==> src/rtl/interval_list_boolean_merge_assert.svh <==
// Assertion macros used by the RTL of the interval list merge.
// Each macro expects i_clk and i_rst_n in the scope where it is used.
`ifndef INTERVAL_LIST_BOOLEAN_MERGE_ASSERT_SVH
`define INTERVAL_LIST_BOOLEAN_MERGE_ASSERT_SVH

`define ILBM_ASSERT_ALWAYS(lbl, expr, msg) \
    lbl: assert property (@(posedge i_clk) disable iff (!i_rst_n) (expr)) else $error(msg);

`define ILBM_ASSERT_IMP(lbl, ante, cons, msg) \
    lbl: assert property (@(posedge i_clk) disable iff (!i_rst_n) \
        (ante) |-> (cons)) else $error(msg);

`define ILBM_ASSERT_NEXT(lbl, ante, cons, msg) \
    lbl: assert property (@(posedge i_clk) disable iff (!i_rst_n) \
        (ante) |=> (cons)) else $error(msg);

`endif

==> src/rtl/ilbm_pkg.sv <==
`timescale 1ns / 1ps

package ilbm_pkg;

    localparam int MAX_RESULTS = 32;
    localparam int RES_CNT_W   = $clog2(MAX_RESULTS + 1);
    localparam logic [RES_CNT_W-1:0] RESULT_LIMIT = RES_CNT_W'(MAX_RESULTS);

    localparam logic [1:0] KIND_LOAD_A = 2'd0;
    localparam logic [1:0] KIND_LOAD_B = 2'd1;
    localparam logic [1:0] KIND_RUN    = 2'd2;

    localparam logic [1:0] OP_UNION     = 2'd0;
    localparam logic [1:0] OP_INTERSECT = 2'd1;
    localparam logic [1:0] OP_SUBTRACT  = 2'd2;

    typedef struct packed {
        logic [1:0]         code;
        logic signed [31:0] position;
    } t_cmd;

    typedef struct packed {
        logic signed [31:0] position;
        logic               flipped;
        logic               empty_marker;
        logic               overflowed;
        logic               last;
    } t_result;

endpackage

==> src/rtl/interval_list_boolean_merge.sv <==
`timescale 1ns / 1ps
// Interval list boolean merge.
// Input channel (i_in_valid / o_in_stall) carries a kind and a Q23.8 position.
// Kind load A or load B appends the position to that list; a load into a full
// list is dropped and flagged. Kind run merges both lists and streams the
// crossings of the combined set on the output channel (o_out_valid /
// i_out_stall); the final transaction of a run has o_last set, and a run
// with no crossing gives one transaction with o_empty_marker set.
// The operation register (APB, address 0) selects union, intersection or
// subtraction of B from A; the user must write it only while the block is
// idle, which the block itself does not enforce. Loads are handled while
// the back end is idle. During a run it consumes one stored element per
// cycle while the output register is free, holds while that is full and
// stalled, and ends early at the result limit. A crossing is presented in
// the cycle after the next crossing is found; after the last element the
// run passes to the finish state, which registers the final transaction.
// A two-entry command queue lets new items be taken while a run proceeds.
// On a receiver stall the back end holds, the queue fills and o_in_stall rises.
// Reset clears both lists, the overflow flag, the queue and the operation.
module interval_list_boolean_merge
    import ilbm_pkg::*;
#(
    parameter int MAX_CROSSINGS = 16
) (
    input  logic               i_clk,
    input  logic               i_rst_n,
    input  logic               i_in_valid,
    output logic               o_in_stall,
    input  logic [1:0]         i_kind,
    input  logic signed [31:0] i_position,
    output logic               o_out_valid,
    input  logic               i_out_stall,
    output logic signed [31:0] o_out_position,
    output logic               o_flipped,
    output logic               o_empty_marker,
    output logic               o_overflowed,
    output logic               o_last,
    input  logic               psel,
    input  logic               penable,
    input  logic               pwrite,
    input  logic [2:0]         paddr,
    input  logic [31:0]        pwdata,
    output logic [31:0]        prdata,
    output logic               pready
);

    logic [1:0] r_op;
    logic       cfg_wr;
    t_cmd       cmd;
    logic       cmd_valid;
    logic       cmd_pop;
    t_result    res;

    assign pready = 1'b1;
    assign cfg_wr = psel && penable && pwrite && pready && !paddr[2];
    assign prdata = paddr[2] ? 32'd0 : {30'd0, r_op};

    always_ff @(posedge i_clk) begin
        if (!i_rst_n) begin
            r_op <= OP_UNION;
        end else if (cfg_wr) begin
            r_op <= pwdata[1:0];
        end
    end

    ilbm_front u_front (
        .i_clk       (i_clk),
        .i_rst_n     (i_rst_n),
        .i_in_valid  (i_in_valid),
        .i_kind      (i_kind),
        .i_position  (i_position),
        .o_in_stall  (o_in_stall),
        .o_cmd       (cmd),
        .o_cmd_valid (cmd_valid),
        .i_cmd_pop   (cmd_pop)
    );

    ilbm_back #(
        .MAX_CROSSINGS (MAX_CROSSINGS)
    ) u_back (
        .i_clk       (i_clk),
        .i_rst_n     (i_rst_n),
        .i_cmd       (cmd),
        .i_cmd_valid (cmd_valid),
        .o_cmd_pop   (cmd_pop),
        .i_op        (r_op),
        .i_out_stall (i_out_stall),
        .o_out_valid (o_out_valid),
        .o_out       (res)
    );

    assign o_out_position = res.position;
    assign o_flipped      = res.flipped;
    assign o_empty_marker = res.empty_marker;
    assign o_overflowed   = res.overflowed;
    assign o_last         = res.last;

endmodule

==> src/rtl/ilbm_front.sv <==
`timescale 1ns / 1ps

module ilbm_front
    import ilbm_pkg::*;
(
    input  logic               i_clk,
    input  logic               i_rst_n,
    input  logic               i_in_valid,
    input  logic [1:0]         i_kind,
    input  logic signed [31:0] i_position,
    output logic               o_in_stall,
    output t_cmd               o_cmd,
    output logic               o_cmd_valid,
    input  logic               i_cmd_pop
);

    localparam int Q_DEPTH = 2;
    localparam int PTR_W   = $clog2(Q_DEPTH);
    localparam int QCNT_W  = $clog2(Q_DEPTH + 1);

    t_cmd              r_q [Q_DEPTH];
    logic [PTR_W-1:0]  r_wr_ptr, n_wr_ptr;
    logic [PTR_W-1:0]  r_rd_ptr, n_rd_ptr;
    logic [QCNT_W-1:0] r_cnt, n_cnt;
    logic              full;
    logic              accept;
    logic              keep;
    logic              push;

    // Unused kind codes are accepted and dropped here.
    always_comb begin
        unique case (i_kind) inside
            KIND_LOAD_A, KIND_LOAD_B, KIND_RUN: keep = 1'b1;
            default:                            keep = 1'b0;
        endcase
    end

    assign full        = (r_cnt == QCNT_W'(Q_DEPTH));
    assign o_in_stall  = full;
    assign accept      = i_in_valid && !full;
    assign push        = accept && keep;
    assign o_cmd_valid = (r_cnt != '0);
    assign o_cmd       = r_q[r_rd_ptr];

    always_comb begin
        n_wr_ptr = push ? r_wr_ptr + PTR_W'(1) : r_wr_ptr;
        n_rd_ptr = i_cmd_pop ? r_rd_ptr + PTR_W'(1) : r_rd_ptr;
        n_cnt    = r_cnt + QCNT_W'(push) - QCNT_W'(i_cmd_pop);
    end

    always_ff @(posedge i_clk) begin
        if (!i_rst_n) begin
            r_wr_ptr <= '0;
            r_rd_ptr <= '0;
            r_cnt    <= '0;
        end else begin
            r_wr_ptr <= n_wr_ptr;
            r_rd_ptr <= n_rd_ptr;
            r_cnt    <= n_cnt;
        end
    end

    always_ff @(posedge i_clk) begin
        if (push) begin
            r_q[r_wr_ptr] <= '{code: i_kind, position: i_position};
        end
    end

endmodule

==> src/rtl/ilbm_back.sv <==
`timescale 1ns / 1ps

`include "interval_list_boolean_merge_assert.svh"

module ilbm_back
    import ilbm_pkg::*;
#(
    parameter int MAX_CROSSINGS = 16
) (
    input  logic       i_clk,
    input  logic       i_rst_n,
    input  t_cmd       i_cmd,
    input  logic       i_cmd_valid,
    output logic       o_cmd_pop,
    input  logic [1:0] i_op,
    input  logic       i_out_stall,
    output logic       o_out_valid,
    output t_result    o_out
);

    localparam int CNT_W = $clog2(MAX_CROSSINGS + 1);
    localparam int ADR_W = $clog2(MAX_CROSSINGS);
    localparam logic [CNT_W-1:0] CNT_MAX = CNT_W'(MAX_CROSSINGS);

    localparam logic [1:0] ST_IDLE = 2'd0;
    localparam logic [1:0] ST_RUN  = 2'd1;
    localparam logic [1:0] ST_FIN  = 2'd2;

    function automatic logic combine(input logic [1:0] op, input logic in_a,
                                     input logic in_b);
        logic res;
        case (op)
            OP_INTERSECT: res = in_a && in_b;
            OP_SUBTRACT:  res = in_a && !in_b;
            default:      res = in_a || in_b;
        endcase
        return res;
    endfunction

    logic [31:0] mem_a [MAX_CROSSINGS];
    logic [31:0] mem_b [MAX_CROSSINGS];
    logic signed [31:0] r_rd_a, r_rd_b;

    logic [1:0]           r_state, n_state;
    logic [CNT_W-1:0]     r_cnt_a, n_cnt_a;
    logic [CNT_W-1:0]     r_cnt_b, n_cnt_b;
    logic                 r_ovf, n_ovf;
    logic [CNT_W-1:0]     r_i, n_i;
    logic [CNT_W-1:0]     r_j, n_j;
    logic [RES_CNT_W-1:0] r_n, n_n;
    logic                 r_pend_valid, n_pend_valid;
    logic signed [31:0]   r_pend_pos, n_pend_pos;
    logic                 r_pend_flip, n_pend_flip;
    logic                 r_out_valid, n_out_valid;
    t_result              r_out, n_out;

    logic out_free;
    logic pop;
    logic we_a, we_b;
    logic a_left, b_left;
    logic take_a;
    logic was_in, now_in;
    logic run_done;

    assign out_free = !r_out_valid || !i_out_stall;
    assign pop      = (r_state == ST_IDLE) && i_cmd_valid;
    assign a_left   = (r_i < r_cnt_a);
    assign b_left   = (r_j < r_cnt_b);
    assign take_a   = !b_left ? 1'b1 : (!a_left ? 1'b0 : (r_rd_a < r_rd_b));
    assign was_in   = combine(i_op, r_i[0], r_j[0]);
    assign now_in   = combine(i_op, r_i[0] ^ take_a, r_j[0] ^ !take_a);
    assign run_done = (!a_left && !b_left) || (r_n == RESULT_LIMIT);

    always_comb begin
        n_state      = r_state;
        n_cnt_a      = r_cnt_a;
        n_cnt_b      = r_cnt_b;
        n_ovf        = r_ovf;
        n_i          = r_i;
        n_j          = r_j;
        n_n          = r_n;
        n_pend_valid = r_pend_valid;
        n_pend_pos   = r_pend_pos;
        n_pend_flip  = r_pend_flip;
        n_out_valid  = r_out_valid && i_out_stall;
        n_out        = r_out;
        we_a         = 1'b0;
        we_b         = 1'b0;

        unique case (r_state)
            ST_IDLE: begin
                if (pop) begin
                    case (i_cmd.code)
                        KIND_LOAD_A: begin
                            if (r_cnt_a < CNT_MAX) begin
                                we_a    = 1'b1;
                                n_cnt_a = r_cnt_a + CNT_W'(1);
                            end else begin
                                n_ovf = 1'b1;
                            end
                        end
                        KIND_LOAD_B: begin
                            if (r_cnt_b < CNT_MAX) begin
                                we_b    = 1'b1;
                                n_cnt_b = r_cnt_b + CNT_W'(1);
                            end else begin
                                n_ovf = 1'b1;
                            end
                        end
                        default: begin
                            n_i          = '0;
                            n_j          = '0;
                            n_n          = '0;
                            n_pend_valid = 1'b0;
                            n_state      = ST_RUN;
                        end
                    endcase
                end
            end
            ST_RUN: begin
                if (out_free) begin
                    if (run_done) begin
                        n_state = ST_FIN;
                    end else begin
                        if (take_a) begin
                            n_i = r_i + CNT_W'(1);
                        end else begin
                            n_j = r_j + CNT_W'(1);
                        end
                        if (was_in != now_in) begin
                            n_n          = r_n + RES_CNT_W'(1);
                            n_pend_valid = 1'b1;
                            n_pend_pos   = take_a ? r_rd_a : r_rd_b;
                            n_pend_flip  = !take_a && (i_op == OP_SUBTRACT);
                            if (r_pend_valid) begin
                                n_out_valid = 1'b1;
                                n_out       = '{position: r_pend_pos,
                                                flipped: r_pend_flip,
                                                empty_marker: 1'b0,
                                                overflowed: r_ovf,
                                                last: 1'b0};
                            end
                        end
                    end
                end
            end
            ST_FIN: begin
                if (out_free) begin
                    n_out_valid = 1'b1;
                    n_out       = '{position: r_pend_valid ? r_pend_pos : 32'sd0,
                                    flipped: r_pend_valid && r_pend_flip,
                                    empty_marker: !r_pend_valid,
                                    overflowed: r_ovf,
                                    last: 1'b1};
                    n_cnt_a      = '0;
                    n_cnt_b      = '0;
                    n_ovf        = 1'b0;
                    n_pend_valid = 1'b0;
                    n_state      = ST_IDLE;
                end
            end
            default: begin
                n_state = ST_IDLE;
            end
        endcase
    end

    always_ff @(posedge i_clk) begin
        if (!i_rst_n) begin
            r_state      <= ST_IDLE;
            r_cnt_a      <= '0;
            r_cnt_b      <= '0;
            r_ovf        <= 1'b0;
            r_i          <= '0;
            r_j          <= '0;
            r_n          <= '0;
            r_pend_valid <= 1'b0;
            r_out_valid  <= 1'b0;
        end else begin
            r_state      <= n_state;
            r_cnt_a      <= n_cnt_a;
            r_cnt_b      <= n_cnt_b;
            r_ovf        <= n_ovf;
            r_i          <= n_i;
            r_j          <= n_j;
            r_n          <= n_n;
            r_pend_valid <= n_pend_valid;
            r_out_valid  <= n_out_valid;
        end
    end

    always_ff @(posedge i_clk) begin
        r_pend_pos  <= n_pend_pos;
        r_pend_flip <= n_pend_flip;
        r_out       <= n_out;
    end

    // The read address is the next head index, so the read data always
    // holds the current head of each list.
    always_ff @(posedge i_clk) begin
        if (we_a) begin
            mem_a[r_cnt_a[ADR_W-1:0]] <= i_cmd.position;
        end
        r_rd_a <= mem_a[n_i[ADR_W-1:0]];
    end

    always_ff @(posedge i_clk) begin
        if (we_b) begin
            mem_b[r_cnt_b[ADR_W-1:0]] <= i_cmd.position;
        end
        r_rd_b <= mem_b[n_j[ADR_W-1:0]];
    end

    assign o_cmd_pop   = pop;
    assign o_out_valid = r_out_valid;
    assign o_out       = r_out;

    `ILBM_ASSERT_ALWAYS(a_cnt_range, (r_cnt_a <= CNT_MAX) && (r_cnt_b <= CNT_MAX), "list count beyond capacity")
    `ILBM_ASSERT_ALWAYS(a_res_range, r_n <= RESULT_LIMIT, "result count beyond limit")
    `ILBM_ASSERT_IMP(a_empty_last, r_out_valid && r_out.empty_marker, r_out.last && !r_out.flipped, "empty marker without last")
    `ILBM_ASSERT_NEXT(a_fin_clear, (r_state == ST_FIN) && out_free, (r_cnt_a == '0) && (r_cnt_b == '0) && !r_ovf && (r_state == ST_IDLE), "run end did not clear lists")

endmodule

==> config.mk <==
export PLATFORM = sky130hd
export DESIGN_NAME = interval_list_boolean_merge
export DESIGN_NICKNAME = d
export VERILOG_FILES = /design/src/rtl/ilbm_pkg.sv /design/src/rtl/interval_list_boolean_merge.sv /design/src/rtl/ilbm_front.sv /design/src/rtl/ilbm_back.sv
export VERILOG_INCLUDE_DIRS = /design/src /design/src/rtl
export SDC_FILE = /design/constraint.sdc
export NUM_CORES = 1
export LEC_CHECK = 0
export BUFFER_PORTS_ARGS = -buffer_cell sky130_fd_sc_hd__buf_2
export CORE_ASPECT_RATIO = 0.7
export CORE_MARGIN = 10
export CORE_UTILIZATION = 40
export CTS_BUF_LIST = sky130_fd_sc_hd__clkbuf_4
export CTS_CLUSTER_DIAMETER = 40
export CTS_CLUSTER_SIZE = 20
export DETAILED_ROUTE_END_ITERATION = 8
export GPL_TIMING_DRIVEN = 0
export PLACE_DENSITY = 0.57
export SLEW_MARGIN = 20
export SYNTH_ARGS = -nofsm -noshare
export SYNTH_HDL_FRONTEND = slang
export SYNTH_SLANG_ARGS = --single-unit
==> constraint.sdc <==
create_clock -name i_clk -period 14.4 [get_ports i_clk]
set_clock_uncertainty 0.2 [all_clocks]
set_input_delay 2.88 -clock i_clk [delete_from_list [all_inputs] [get_ports i_clk]]
set_output_delay 2.88 -clock i_clk [all_outputs]
set_load 0.1 [all_outputs]
==> results.toml <==
[timing]
fin_crit_sh_pct = 45.8
slew_headroom_pct = 21.1
setup_viol = 0
hold_viol_final = 0
finalSetupTns_ps = 0
min_period_ps = 6590
rsz0062_at_grt = "false"
max_freq_mhz = 152
drv_slew = 0
tightest_slew_ps = 1170
worst_slack_ps = 7810

[clocking]
clock_path_buffers = 3
clk_pin_slew_ps = 140
cts_hold_buf = 0
clockRootBuffer = "clkbuf_4"
cts_sinks = 1263
cts_setup_buffers = 0
cts_buffers = 135
ctsResizeCount = 0
cts_max_level = 4
worstSkewPairLatency_ps = 1160
cts_tree = "done"

[place]
place_ws_ps = 7120
io_buffers = 83
gp_congestion = 0.848
hpwl_mm = 98.1

[setup_path]
critPathKind = "input pin to primary output"
worstPathMaxFanout = 3
reg2regPathDepth = 15
start_kind = "input pin"
crit_top_cell = "buf_2"
path_cells = "buf_2 -> nor2b_1 -> buf_2"
max_stage_delay_ps = 430
slowest_stage = "buf_2"
cp.arrival_ps = 3510
end_kind = "primary output"
critPathRequiredTime_ps = 11320

[global_route]
antenna_found_initial = 12
grt_pass1_vias = 29800
grtUsageTotal_pct = 19.5
grt_pass1_wl_mm = 204
grt_max_degree = 33
gr-total-overflow = 0

[pwr]
power_w = 0.00823
p_leak_nw = 20.3
p_sw_w = 0.00251
swShare_pct = 30.5
peakVddDrop_mv = 0.0788
pwr-share-seq_pct = 54.4
p_int_w = 0.00572
pwr-share-clk_pct = 28.0
power_density_nw_per_um2 = 146
p_comb_share_pct = 17.7

[routing]
drtIter0Drc = 4097
antenna_left = 0
wirelength_mm = 141
drtPass1Iterations = 5
routedWlPerCell_microns = 25.1
drc = 0
vias = 31600
vias_per_cell = 5.65

[logic_synthesis]
synth_area_leaders = "edfxtp_1 70%, nand3_1 4.2%, dfxtp_1 4.1%, nand2_1 3.1%, a21oi_1 2.9%"
synth_cells = 3522
synth_top_area_share_pct = 69.6
async_reset_ff_share_pct = 0
synth_seq_cells = 1263
ys.warnings.count = 0
ys_seq_area_share_pct = 73.6
syn_avg_cell_area_sq_um = 14.2
synth_edf_count = 1161
yosysTopAreaCell = "edfxtp_1"
ys.flop_type = "edfxtp_1"
synth.distinct_cells = 62
netlist_area_sq_um = 50100

[final_layout]
final_common_cell = "edfxtp_1"
nets = 3965
fin_util_pct = 45.3
final_cell_mix = "1161 x edfxtp_1, 418 x nand3_1, 414 x nand2_1"
syn_to_final_growth_pct = 12.1
drive_above_1_share_pct = 14.2

[hold_path]
hp-class = "register to register"
worstHoldPathCells = 2

[run]
drv_cap = 0

[status]
status = "complete, no violations"

[floorplanning]
pin_count = 147
fp-row-count = 108
initial_core_util_pct = 40.4
dieArea_sq_um = 140000
die_y_microns = 316
die_w_microns = 443
core_sq_um = 124000
==> cell usage after synthesis (8+ instances only) <==
library cell     n
nor2b_1         39
a22oi_1        134
a221oi_1        34
a221o_1         32
a21oi_1        286
nand3_1        418
nand4_1          8
xor2_1           8
buf_2           46
and2_1          42
buf_1           26
mux2i_1        137
nor3_1          12
inv_1           54
buf_4           38
a22o_1          33
mux2_2          35
ha_1            57
buf_6            9
clkbuf_1       140
dfxtp_1        102
edfxtp_1      1161
nor2_1          69
o21ai_0         54
o211ai_1        33
xnor2_1          9
nand2_1        414
o221ai_1        32
==> area by class of cell <==
class | instances | area [sq um]
Timing Repair Buffer | 144 | 1270
Tap cell | 1650 | 2060
Multi-Input combinational cell | 1972 | 12100
Sequential cell | 1263 | 36900
Clock inverter | 98 | 1240
Buffer | 262 | 1260
Antenna cell | 7 | 17.5
Inverter | 54 | 203
Fill cell | 11000 | 68000
Clock buffer | 151 | 1130
==> power by group through the flow <==
stage               combinational (W)  clock (W)  sequential (W)
CTS                           0.00145    0.00235         0.00447
finish                        0.00145    0.00230         0.00447
global placement              0.00140          0         0.00457
global route                  0.00157    0.00250         0.00449
detailed placement            0.00145          0         0.00456
floorplan                    0.000753          0         0.00467
==> registers in the layout (all words and copies together), names as in the netlist, 2 cells and up, named ones only <==
register / cells
u_back.r_cnt_b: 5
u_back.o_out: 36
u_back.r_n: 6
r_op: 2
u_back.mem_a: 512
u_back.r_pend_pos: 32
u_back.r_state: 2
u_back.mem_b: 512
u_back.r_j: 5
u_back.r_cnt_a: 5
u_front.r_cnt: 2
u_front.r_q: 68
u_back.r_rd_b: 32
u_back.r_i: 5
u_back.r_rd_a: 32
==> worst paths after layout <==
kind	startpoint	end	slack [ps]
worst min-delay path	u_back.r_state[0]$_SDFFE_PN0P_	u_back.r_state[0]$_SDFFE_PN0P_	300
worst min register to register	u_back.r_state[0]$_SDFFE_PN0P_	u_back.r_state[0]$_SDFFE_PN0P_	300
worst max register to register	u_back.r_rd_b[19]$_DFF_P_	u_back.r_rd_a[19]$_DFF_P_	8030
worst max-delay path	paddr[2]	prdata[1]	7810
==> cells by family (layout without fill, tap and decap cells) <==
kind of cell	after synthesis	after routing	synth area share [%]
flops	1263	1263	73.6
simple gates	1018	1018	9.26
buf+inv	316	709	2.92
xor+xnor	17	17	0.297
compound gates	676	676	8.91
other cells	2	38	0.0150
fa+ha+maj	57	57	1.42
mux	173	173	3.54
==> metrics by stage <==
stage / std cells / hold slack [ps] / cell area, sq um
after CTS: 5594 / 298 / 56200
after global routing: 5595 / 312 / 56200
after detailed placement: 5345 / 278 / 53800
final: 5601 / 301 / 56200
after global placement: 5284 / 271 / 52700
after floorplan: 3551 / 224 / 50200
==> per-layer routing <==
| metal | vias up | routed length, microns | track usage [%] | share of wire [%] |
|---|---|---|---|---|
| met5 | - | 40 | 0 | 0.028 |
| met4 | 6 | 3430 | 6.28 | 2.4 |
| met1 | 15900 | 66000 | 30.0 | 47 |
| li1 | 14100 | - | - | - |
| met3 | 188 | 14000 | 4.65 | 10 |
| met2 | 1462 | 57000 | 26.9 | 41 |
==> critical path, delay by kind of cell <==
| kind | cells | cell delay [ps] |
|---|---|---|
| simple gates | 1 | 90 |
| buf+inv | 2 | 540 |
(Power assumes the default switching activity.)
